## src/hw/rtl/ahdp_pkg.sv

```systemverilog
// ----------------------------------------------------------------------------
// ahdp_pkg: shared types for the ASCII hex/decimal value parser
// Error codes, the classified character entry and the queue status group.
// ----------------------------------------------------------------------------
package ahdp_pkg;

   localparam int DataWidth = 32;

   typedef enum logic [2:0] {
      ERR_OK         = 3'd0,
      ERR_EMPTY      = 3'd1,
      ERR_NOT_NUMBER = 3'd2,
      ERR_TOO_LARGE  = 3'd3,
      ERR_TOO_SMALL  = 3'd4
   } err_code_type;

   // One classified request as it travels from front to back
   typedef struct packed {
      logic       has_char;
      logic       last;
      logic       is_dec;      // '0'..'9'
      logic       is_hex_ltr;  // 'A'..'F' or 'a'..'f'
      logic       is_x;        // 'x' or 'X'
      logic [3:0] digit;       // digit value when is_dec or is_hex_ltr
   } entry_type;

   typedef struct packed {
      logic full;
      logic empty;
   } q_status_type;

endpackage

```

## src/hw/rtl/ahdp_front.sv

```systemverilog
// ----------------------------------------------------------------------------
// ahdp_front: request intake and character classifier
// Accepts requests, decodes the character class and digit value, and pushes
// the entry into the queue. A request with no character and no last mark
// is accepted and dropped.
// ----------------------------------------------------------------------------
module ahdp_front (
   input  logic                  req_valid,
   output logic                  req_ready,
   input  logic [7:0]            req_ch,
   input  logic                  req_has_char,
   input  logic                  req_last,
   input  ahdp_pkg::q_status_type q_stat,
   output logic                  push,
   output ahdp_pkg::entry_type   push_entry
);
   import ahdp_pkg::*;

   logic is_upper;
   logic is_lower;

   assign req_ready = !q_stat.full;
   assign push      = req_valid && !q_stat.full && (req_has_char || req_last);

   assign is_upper = (req_ch >= 8'h41) && (req_ch <= 8'h46);
   assign is_lower = (req_ch >= 8'h61) && (req_ch <= 8'h66);

   always_comb begin
      push_entry.has_char   = req_has_char;
      push_entry.last       = req_last;
      push_entry.is_dec     = (req_ch >= 8'h30) && (req_ch <= 8'h39);
      push_entry.is_hex_ltr = is_upper || is_lower;
      push_entry.is_x       = (req_ch == 8'h78) || (req_ch == 8'h58);
      // letters A-F / a-f have low nibble 1..6: add 9 to get 10..15
      if (push_entry.is_dec) begin
         push_entry.digit = req_ch[3:0];
      end else begin
         push_entry.digit = req_ch[3:0] + 4'd9;
      end
   end

endmodule

```

## src/hw/rtl/ahdp_queue.sv

```systemverilog
// ----------------------------------------------------------------------------
// ahdp_queue: small FIFO between intake and evaluation
// Holds classified entries so that each side can stall on its own.
// ----------------------------------------------------------------------------
module ahdp_queue #(
   parameter int DEPTH = 2
) (
   input  logic                   clock,
   input  logic                   reset,
   input  logic                   push,
   input  ahdp_pkg::entry_type    push_entry,
   input  logic                   pop,
   output ahdp_pkg::entry_type    head,
   output ahdp_pkg::q_status_type q_stat
);
   import ahdp_pkg::*;

   localparam int PtrWidth = (DEPTH > 1) ? $clog2(DEPTH) : 1;
   localparam int CntWidth = $clog2(DEPTH + 1);

   entry_type             mem_ff [DEPTH];
   logic [PtrWidth-1:0]   wr_ptr_ff, wr_ptr_in;
   logic [PtrWidth-1:0]   rd_ptr_ff, rd_ptr_in;
   logic [CntWidth-1:0]   count_ff, count_in;
   logic                  do_push;
   logic                  do_pop;

   assign q_stat.full  = (count_ff == CntWidth'(DEPTH));
   assign q_stat.empty = (count_ff == '0);
   assign head         = mem_ff[rd_ptr_ff];

   assign do_push = push && !q_stat.full;
   assign do_pop  = pop && !q_stat.empty;

   always_comb begin
      wr_ptr_in = wr_ptr_ff;
      rd_ptr_in = rd_ptr_ff;
      count_in  = count_ff;
      if (do_push) begin
         wr_ptr_in = (wr_ptr_ff == PtrWidth'(DEPTH - 1)) ? '0 : wr_ptr_ff + 1'b1;
      end
      if (do_pop) begin
         rd_ptr_in = (rd_ptr_ff == PtrWidth'(DEPTH - 1)) ? '0 : rd_ptr_ff + 1'b1;
      end
      if (do_push && !do_pop) begin
         count_in = count_ff + 1'b1;
      end else if (do_pop && !do_push) begin
         count_in = count_ff - 1'b1;
      end
   end

   always_ff @(posedge clock) begin
      if (reset) begin
         wr_ptr_ff <= '0;
         rd_ptr_ff <= '0;
         count_ff  <= '0;
      end else begin
         wr_ptr_ff <= wr_ptr_in;
         rd_ptr_ff <= rd_ptr_in;
         count_ff  <= count_in;
      end
   end

   always_ff @(posedge clock) begin
      if (do_push) begin
         mem_ff[wr_ptr_ff] <= push_entry;
      end
   end

endmodule

```

## src/hw/rtl/ahdp_back.sv

```systemverilog
// ----------------------------------------------------------------------------
// ahdp_back: accumulator, prefix tracking and range check
// Consumes one entry per cycle unless the response stalls, folds the digit
// into the value and, on the last entry, registers value and error code.
// ----------------------------------------------------------------------------
module ahdp_back (
   input  logic                   clock,
   input  logic                   reset,
   input  ahdp_pkg::entry_type    head,
   input  ahdp_pkg::q_status_type q_stat,
   output logic                   pop,
   input  logic [31:0]            min_value,
   input  logic [31:0]            max_value,
   output logic                   rsp_valid,
   input  logic                   rsp_ready,
   output logic [31:0]            rsp_value,
   output logic [2:0]             rsp_error_code,
   output logic                   rsp_ok
);
   import ahdp_pkg::*;

   localparam logic [1:0] POS_NONE = 2'd0;
   localparam logic [1:0] POS_ONE  = 2'd1;
   localparam logic [1:0] POS_MANY = 2'd2;

   logic [DataWidth-1:0] acc_ff, acc_in;
   logic [1:0]           pos_ff, pos_in;
   logic                 hex_ff, hex_in;
   logic                 bad_ff, bad_in;
   logic                 rsp_valid_ff;
   logic [DataWidth-1:0] rsp_value_ff, rsp_value_in;
   err_code_type         rsp_code_ff, rsp_code_in;

   logic                 try_add;
   logic                 use_hex;
   logic                 legal;

   // a last entry needs the response register free or draining
   assign pop = !q_stat.empty && (!head.last || !rsp_valid_ff || rsp_ready);

   always_comb begin
      acc_in  = acc_ff;
      pos_in  = pos_ff;
      hex_in  = hex_ff;
      bad_in  = bad_ff;
      try_add = 1'b0;
      use_hex = 1'b0;
      legal   = 1'b0;
      if (head.has_char) begin
         case (pos_ff)
            POS_NONE: begin
               try_add = 1'b1;
               pos_in  = POS_ONE;
            end
            POS_ONE: begin
               if (hex_ff) begin
                  try_add = 1'b1;
                  use_hex = 1'b1;
                  pos_in  = POS_MANY;
               end else if (!bad_ff && (acc_ff == '0) && head.is_x) begin
                  hex_in = 1'b1;
               end else begin
                  try_add = 1'b1;
                  pos_in  = POS_MANY;
               end
            end
            default: begin
               try_add = 1'b1;
               use_hex = hex_ff;
            end
         endcase
      end
      if (try_add && !bad_ff) begin
         legal = head.is_dec || (use_hex && head.is_hex_ltr);
         if (!legal) begin
            bad_in = 1'b1;
         end else if (use_hex) begin
            acc_in = {acc_ff[DataWidth-5:0], 4'b0000} + {28'd0, head.digit};
         end else begin
            // times ten as x*8 + x*2, wrapping at 32 bits
            acc_in = {acc_ff[DataWidth-4:0], 3'b000} + {acc_ff[DataWidth-2:0], 1'b0}
                   + {28'd0, head.digit};
         end
      end
   end

   always_comb begin
      rsp_value_in = acc_in;
      if (pos_in == POS_NONE) begin
         rsp_code_in  = ERR_EMPTY;
         rsp_value_in = '0;
      end else if (bad_in || (hex_in && (pos_in == POS_ONE))) begin
         rsp_code_in = ERR_NOT_NUMBER;
      end else if (acc_in < min_value) begin
         rsp_code_in = ERR_TOO_SMALL;
      end else if (acc_in > max_value) begin
         rsp_code_in = ERR_TOO_LARGE;
      end else begin
         rsp_code_in = ERR_OK;
      end
   end

   always_ff @(posedge clock) begin
      if (reset) begin
         acc_ff       <= '0;
         pos_ff       <= POS_NONE;
         hex_ff       <= 1'b0;
         bad_ff       <= 1'b0;
         rsp_valid_ff <= 1'b0;
      end else begin
         if (pop) begin
            if (head.last) begin
               acc_ff <= '0;
               pos_ff <= POS_NONE;
               hex_ff <= 1'b0;
               bad_ff <= 1'b0;
            end else begin
               acc_ff <= acc_in;
               pos_ff <= pos_in;
               hex_ff <= hex_in;
               bad_ff <= bad_in;
            end
         end
         if (pop && head.last) begin
            rsp_valid_ff <= 1'b1;
         end else if (rsp_ready) begin
            rsp_valid_ff <= 1'b0;
         end
      end
   end

   always_ff @(posedge clock) begin
      if (pop && head.last) begin
         rsp_value_ff <= rsp_value_in;
         rsp_code_ff  <= rsp_code_in;
      end
   end

   assign rsp_valid      = rsp_valid_ff;
   assign rsp_value      = rsp_value_ff;
   assign rsp_error_code = rsp_code_ff;
   assign rsp_ok         = (rsp_code_ff == ERR_OK);

endmodule

```

## src/hw/rtl/ascii_hex_dec_value_parser.sv

```systemverilog
// ----------------------------------------------------------------------------
// ascii_hex_dec_value_parser: ASCII decimal / 0x-hex string to 32-bit value
// A last request's entry is first written into the queue, then evaluated and
// loaded into the response register, which drives rsp_valid.
// Throughput: one request per cycle while the queue is not full; the
// shift-and-add stage keeps pace, and the queue absorbs response stalls.
// Reset: synchronous; clears queue, parser state, response valid, and loads
// min_value 0 and max_value all ones.
// ----------------------------------------------------------------------------
module ascii_hex_dec_value_parser #(
   parameter int QUEUE_DEPTH = 2
) (
   input  logic        clock,
   input  logic        reset,
   input  logic        req_valid,
   output logic        req_ready,
   input  logic [7:0]  req_ch,
   input  logic        req_has_char,
   input  logic        req_last,
   output logic        rsp_valid,
   input  logic        rsp_ready,
   output logic [31:0] rsp_value,
   output logic [2:0]  rsp_error_code,
   output logic        rsp_ok,
   input  logic        psel,
   input  logic        penable,
   input  logic        pwrite,
   input  logic [2:0]  paddr,
   input  logic [31:0] pwdata,
   output logic [31:0] prdata,
   output logic        pready
);
   import ahdp_pkg::*;

   localparam logic REG_MIN = 1'b0;
   localparam logic REG_MAX = 1'b1;

   logic [31:0]  min_ff;
   logic [31:0]  max_ff;
   logic         csr_wr;
   logic         push;
   logic         pop;
   entry_type    push_entry;
   entry_type    head;
   q_status_type q_stat;

   assign pready = 1'b1;
   assign csr_wr = psel && penable && pwrite;
   assign prdata = (paddr[2] == REG_MAX) ? max_ff : min_ff;

   always_ff @(posedge clock) begin
      if (reset) begin
         min_ff <= '0;
         max_ff <= '1;
      end else if (csr_wr) begin
         if (paddr[2] == REG_MIN) begin
            min_ff <= pwdata;
         end else begin
            max_ff <= pwdata;
         end
      end
   end

   ahdp_front u_front (
      .req_valid    (req_valid),
      .req_ready    (req_ready),
      .req_ch       (req_ch),
      .req_has_char (req_has_char),
      .req_last     (req_last),
      .q_stat       (q_stat),
      .push         (push),
      .push_entry   (push_entry)
   );

   ahdp_queue #(
      .DEPTH (QUEUE_DEPTH)
   ) u_queue (
      .clock      (clock),
      .reset      (reset),
      .push       (push),
      .push_entry (push_entry),
      .pop        (pop),
      .head       (head),
      .q_stat     (q_stat)
   );

   ahdp_back u_back (
      .clock          (clock),
      .reset          (reset),
      .head           (head),
      .q_stat         (q_stat),
      .pop            (pop),
      .min_value      (min_ff),
      .max_value      (max_ff),
      .rsp_valid      (rsp_valid),
      .rsp_ready      (rsp_ready),
      .rsp_value      (rsp_value),
      .rsp_error_code (rsp_error_code),
      .rsp_ok         (rsp_ok)
   );

   a_ok_matches_code: assert property (@(posedge clock) disable iff (reset)
      rsp_valid |-> (rsp_ok == (rsp_error_code == ERR_OK)))
      else $error("rsp_ok disagrees with rsp_error_code");

   a_last_gives_rsp: assert property (@(posedge clock) disable iff (reset)
      (pop && head.last) |=> rsp_valid)
      else $error("last request consumed without a response");

   a_empty_is_zero: assert property (@(posedge clock) disable iff (reset)
      (rsp_valid && (rsp_error_code == ERR_EMPTY)) |-> (rsp_value == '0))
      else $error("empty string response carries a nonzero value");

   a_no_pop_when_empty: assert property (@(posedge clock) disable iff (reset)
      q_stat.empty |-> !pop)
      else $error("evaluation stage consumed from an empty queue");

endmodule
```

## config.mk

```make
export PLATFORM = sky130hd
export DESIGN_NAME = ascii_hex_dec_value_parser
export DESIGN_NICKNAME = d
export VERILOG_FILES = /design/src/hw/rtl/ahdp_pkg.sv /design/src/hw/rtl/ahdp_front.sv /design/src/hw/rtl/ahdp_queue.sv /design/src/hw/rtl/ahdp_back.sv /design/src/hw/rtl/ascii_hex_dec_value_parser.sv
export SDC_FILE = /design/constraint.sdc
export NUM_CORES = 1
export LEC_CHECK = 0
export BUFFER_PORTS_ARGS = -buffer_cell sky130_fd_sc_hd__buf_2
export CORE_AREA = 2 2 173 175
export CTS_CLUSTER_SIZE = 12
export DETAILED_ROUTE_END_ITERATION = 10
export DIE_AREA = 0 0 175 177
export SETUP_SLACK_MARGIN = 0.15
export SLEW_MARGIN = 25
export SYNTH_ARGS = -nofsm -noshare
export SYNTH_HDL_FRONTEND = slang
export SYNTH_HIERARCHICAL = 1
export SYNTH_SLANG_ARGS = --single-unit
```

## constraint.sdc

```tcl
create_clock -name clock -period 11 [get_ports clock]
set_clock_uncertainty 0.15 [all_clocks]
set_input_delay 3.3 -clock clock [delete_from_list [all_inputs] [get_ports clock]]
set_output_delay 3.3 -clock clock [all_outputs]
set_load 0.03 [all_outputs]
```

; After elaboration in Yosys (flattened, before gate mapping)
; Memory sizes are Yosys's and may differ from the RTL's. A register that Yosys moved wholly into a read port is not among the register bits.
; Index checks and enable logic that the tools add are counted.
[word_totals]
mem_count = 1
latchBits = 0
ramBits = 18
romBits = 0
input_bits = 52
output_inout_bits = 71
regBits = 140
[classes]
magnitude_cmp = 8
bitwise_logic = 1
mul = 0
shift = 0
div = 0
muxes = 39
eq_ne = 5
reduce_logical = 42
addsub = 8
[memory_table]
columns = memory, words, width, read_ports, rd_ports_with_merged_regs, write_ports, line_no
row1 = u_queue.mem_ff, 2, 9, 1, 1, 1, ahdp_queue.sv:21  ; entry_type mem_ff [DEPTH];
[ops]
columns = operator, n
row1 = $mux W32, 5
row2 = $add A32 B4 Y32, 2
row3 = $add A32 B32 Y32, 1
row4 = $gt A32 B32 Y1, 1
row5 = $logic_not A32 Y1, 1
row6 = $lt A32 B32 Y1, 1
row7 = $mux W1, 22
row8 = $logic_and A1 B1 Y1, 18
row9 = $eq A8 B7 Y1 const B, 2
row10 = $ge A8 B7 Y1 const B, 2
row11 = $le A8 B7 Y1 const B, 2
row12 = $mux W2, 8
row13 = $ge A8 B6 Y1 const B, 1
row14 = $le A8 B6 Y1 const B, 1
row15 = $logic_not A1 Y1, 7
row16 = $logic_or A1 B1 Y1, 7
row17 = $logic_not A2 Y1, 3
row18 = $add A4 B4 Y4 const B, 1
row19 = $eq A2 B1 Y1 const B, 2
row20 = $mux W4, 1
row21 = $pmux W2 S2, 1
row22 = $reduce_and A2 Y1, 2
row23 = $reduce_bool A2 Y1, 2
row24 = $logic_not A3 Y1, 1
row25 = other kinds (8), 9

; Depth between registers and ports, before layout
[depth]
ltp_word = 13
ltp_mapped = 23
mapped_depth_nobuf = 22

; Hierarchy
; Netlist, hierarchy kept.
[by_module_without_submodules]
columns = module, n_inst, cells_each, area_per_inst_um2
row1 = ahdp_back, 1, 860, 7155.6
row2 = ascii_hex_dec_value_parser, 1, 318, 3131.8
row3 = ahdp_queue, 1, 53, 864.6
row4 = ahdp_front, 1, 35, 302.8

; Least setup slack after synthesis
; No wires, ideal clock.
[synth_path]
kind = input port to output port
start = input port paddr[2]
end = output port prdata[0]
t_arrival_ps = 4018
path_slack_ps = 3532
stages = 3
n_path_buf = 2
path_cell_list = buf_6 > buf_2 > mux2_2
[synth_between]
elab_chain_cells = 1
[synth_rtl]
columns = element, line_no
row1 = "start, declared", ascii_hex_dec_value_parser.sv:28  ; input logic [2:0] paddr,
row2 = $mux W32, ascii_hex_dec_value_parser.sv:49  ; assign prdata = (paddr[2] == REG_MAX) ? max_ff : min_ff;
row3 = "end, declared", ascii_hex_dec_value_parser.sv:30  ; output logic [31:0] prdata,
; No other way between the ends.

; Worst setup path in the final report
[layout_path]
start = input port paddr[2]
end = output port prdata[30]
; Same word-level chain as after synthesis.

==> out/results.ini <==
[sta]
fmax_mhz = 125
setup_violations = 0
finalMaxSlewViolations = 0
timing.final.crit_period_ps = 8010
rsz0062_at_grt = no
hold_viol_final = 0
fin_hold_ws_ps = 339
fin_setup_tns_ps = 0
slew_headroom_pct = 43.1
worst_slew_pin_slew_ps = 853
finalCritPeriodShare_pct = 72.8
setup_slack_ps = 2990

[flow_run]
maxCapViolCount = 0

[critical_path]
path_max_fanout = 34
start_kind = input port
critical_path_class = in -> out
worstPathRequired_ps = 7550
r2r-end = u_back/rsp_error_code[1]
crit_path_end_kind = primary output
crit_path_start = paddr[2]
reg2regPathDepth = 22
arrival_ps = 4560
timing.reg2reg.setup_slack_ps = 4400
cp-endpoint = prdata[30]

[clock_tree]
root_buffer = clkbuf_16
cts.clk_slew.worst_paths_ps = 70
post-cts-setup-buffers = 0
cts_buffer_depth = 2
h-tree-depth = 4
clkLatencyLatePin_ps = 430
ctsHoldBuffers = 0
tritoncts = yes
cts_buffers = 17
clkSinkCount = 159
cts_resized = 0

[detailed_routing]
ant_nets = 0
wirelength_mm = 29.7
first_pass_iters = 5
vias_per_cell = 5.41
wire_per_inst_um = 16.9
drc = 0
num_vias = 9484
drt-initial-drc-count = 589

[placement]
place.gp.congestion = 0.899
post-place-ws_ps = 2970
placed_cells = 1720
dpl_cell_area_um2 = 12300
portBuffers = 119
dpl.hpwl_mm = 22.4

[synth]
synthSimpleGateAreaFrac_pct = 18.4
synth_compound_area_share_pct = 15.7
yosysWarnings = 6
synth_top_family_by_area = simple AND/OR/NAND/NOR gates
async_flop_share_pct = 0
synth_flop_cell = dfxtp_1
netlist-cell-type-count = 83
synth_seq_cells = 159
synthCells = 1266
ys_seq_area_share_pct = 32.4
synthXorXnorAreaFrac_pct = 1.84
synth_area_um2 = 11500
synthesis.nets = 1446
synth_edf_count = 53
synth.area.mux_share_pct = 11.5
syn_avg_cell_area_um2 = 9.05
synth_fa_ha_area_share_pct = 14.1

[final_layout]
final_cells = 1752
final_cell_mix = nor2_1, ha_1, buf_2
drive_gt1_share_pct = 17.2
stdcell_area_um2 = 12900
final_common_cell = nor2_1
diodes = 0
fill_cells = 2830
area_delta_synth_final_pct = 12.7
final_nets = 1529

[global_routing]
grt_pass1_vias = 8965
grt_max_degree = 113
antenna_found_initial = 0
overflow = 0
track_usage_pct = 19.1
grt_pass1_wl_mm = 47.2

[hold_path]
hold_path.class = reg -> reg

[power]
ir_drop_mv = 0.124
power_leakage_nw = 5.95
power_density_nw_per_um2 = 163

[floorplan]
num_io_pins = 123
coreArea_um2 = 29200
die-area_um2 = 31000
start_util_pct = 39.2
die_y_um = 177
die_w_um = 175
rows = 63

[outcome]
status = complete, no violations

metal layers:
metal	GRT usage, %	wire, um	up-vias
met3	3.09	1300	25
met1	26.0	14200	4529
li1	-	-	4713
met4	5.28	368	0
met2	31.4	13800	217
met5	0	0	-
cell usage after synthesis (all sizes together), types with 3 or more instances:
cell type | count | area [um2]
a211oi | 9 | 67.6
nor2b | 6 | 40.0
mux2 | 50 | 571
o21bai | 5 | 41.3
and2 | 26 | 163
nor2 | 147 | 554
nor3 | 23 | 115
xor2 | 11 | 96.3
buf | 34 | 240
a22o | 3 | 26.3
clkbuf | 31 | 116
nand4 | 19 | 119
inv | 86 | 323
dfxtp | 106 | 2120
a21boi | 5 | 37.5
and3 | 9 | 56.3
nor4 | 14 | 93.8
o41ai | 3 | 33.8
nor4b | 3 | 32.5
a311oi | 3 | 26.3
o211ai | 12 | 100
a2111oi | 5 | 50.0
a22oi | 21 | 158
xnor2 | 13 | 114
or2 | 4 | 25.0
o21ai | 41 | 209
nand3 | 15 | 75.1
o211a | 3 | 30.0
nand2b | 70 | 438
mux2i | 75 | 751
nand2 | 57 | 214
a21o | 35 | 263
or3 | 9 | 56.3
o31ai | 10 | 80.1
a21oi | 68 | 355
a221oi | 3 | 26.3
edfxtp | 53 | 1590
a31oi | 11 | 68.8
o21a | 11 | 82.6
and4 | 4 | 35.0
ha | 126 | 1580
cells by family after synthesis:
group           Yosys count
mux                     125
other cells               1
xor+xnor                 24
simple gates            415
compound gates          263
flops                   159
fa+ha+maj               128
buf+inv                 151
critical path, stage by stage:
cell    delay (ps)
buf_2          640
mux2_2         430
buf_2          180
metrics by stage:
stage | utilization, % | total power, W
3_3_place_gp | 41.9 | 0.00148
6_report | 44.1 | 0.00210
4_1_cts | 44.1 | 0.00211
2_1_floorplan | - | 0.00127
3_5_place_dp | 42.0 | 0.00149
5_1_grt | 44.1 | 0.00221
area by class of cell:
cell class | instances | area [um2] | area share (%)
repair buffers | 129 | 686 | 5.31
flip-flops and latches | 159 | 3710 | 28.8
clock inverters | 10 | 98.8 | 0.766
well taps | 390 | 488 | 3.78
multi-input cells | 956 | 7080 | 54.9
inverters | 86 | 323 | 2.50
clock buffers | 22 | 517 | 4.00
registers in the layout, summed over array words and instances, names as in the netlist, named ones only:
| signal | flops |
|---|---|
| max_ff | 32 |
| min_ff | 32 |
| u_back/acc_ff | 32 |
| u_back/rsp_value | 32 |
| u_queue/mem_ff | 18 |
| u_back/rsp_error_code | 3 |
| u_back/pos_ff | 2 |
| u_queue/count_ff | 2 |
| u_back/bad_ff | 1 |
| u_back/hex_ff | 1 |
| u_back/rsp_valid | 1 |
| u_queue/rd_ptr_ff | 1 |
| u_queue/wr_ptr_ff | 1 |
power by group:
part	internal [W]	switching, W
clock network	0.000358	0.000251
logic	0.000251	0.000512
registers	0.000689	0.0000370
worst min-delay path by stage:
stage                       from           endpoint  slack (ps)  cells past startpoint
2_1_floorplan  u_queue/wr_ptr_ff  u_queue/wr_ptr_ff         300                      2
3_3_place_gp   u_queue/wr_ptr_ff  u_queue/wr_ptr_ff         320                      2
3_5_place_dp          min_ff[23]         min_ff[23]         330                      2
4_1_cts               min_ff[28]         min_ff[28]         350                      2
5_1_grt               min_ff[21]         min_ff[21]         360                      2
6_report              min_ff[28]         min_ff[28]         340                      2
Note: power is estimated with default switching activity, not from simulation.
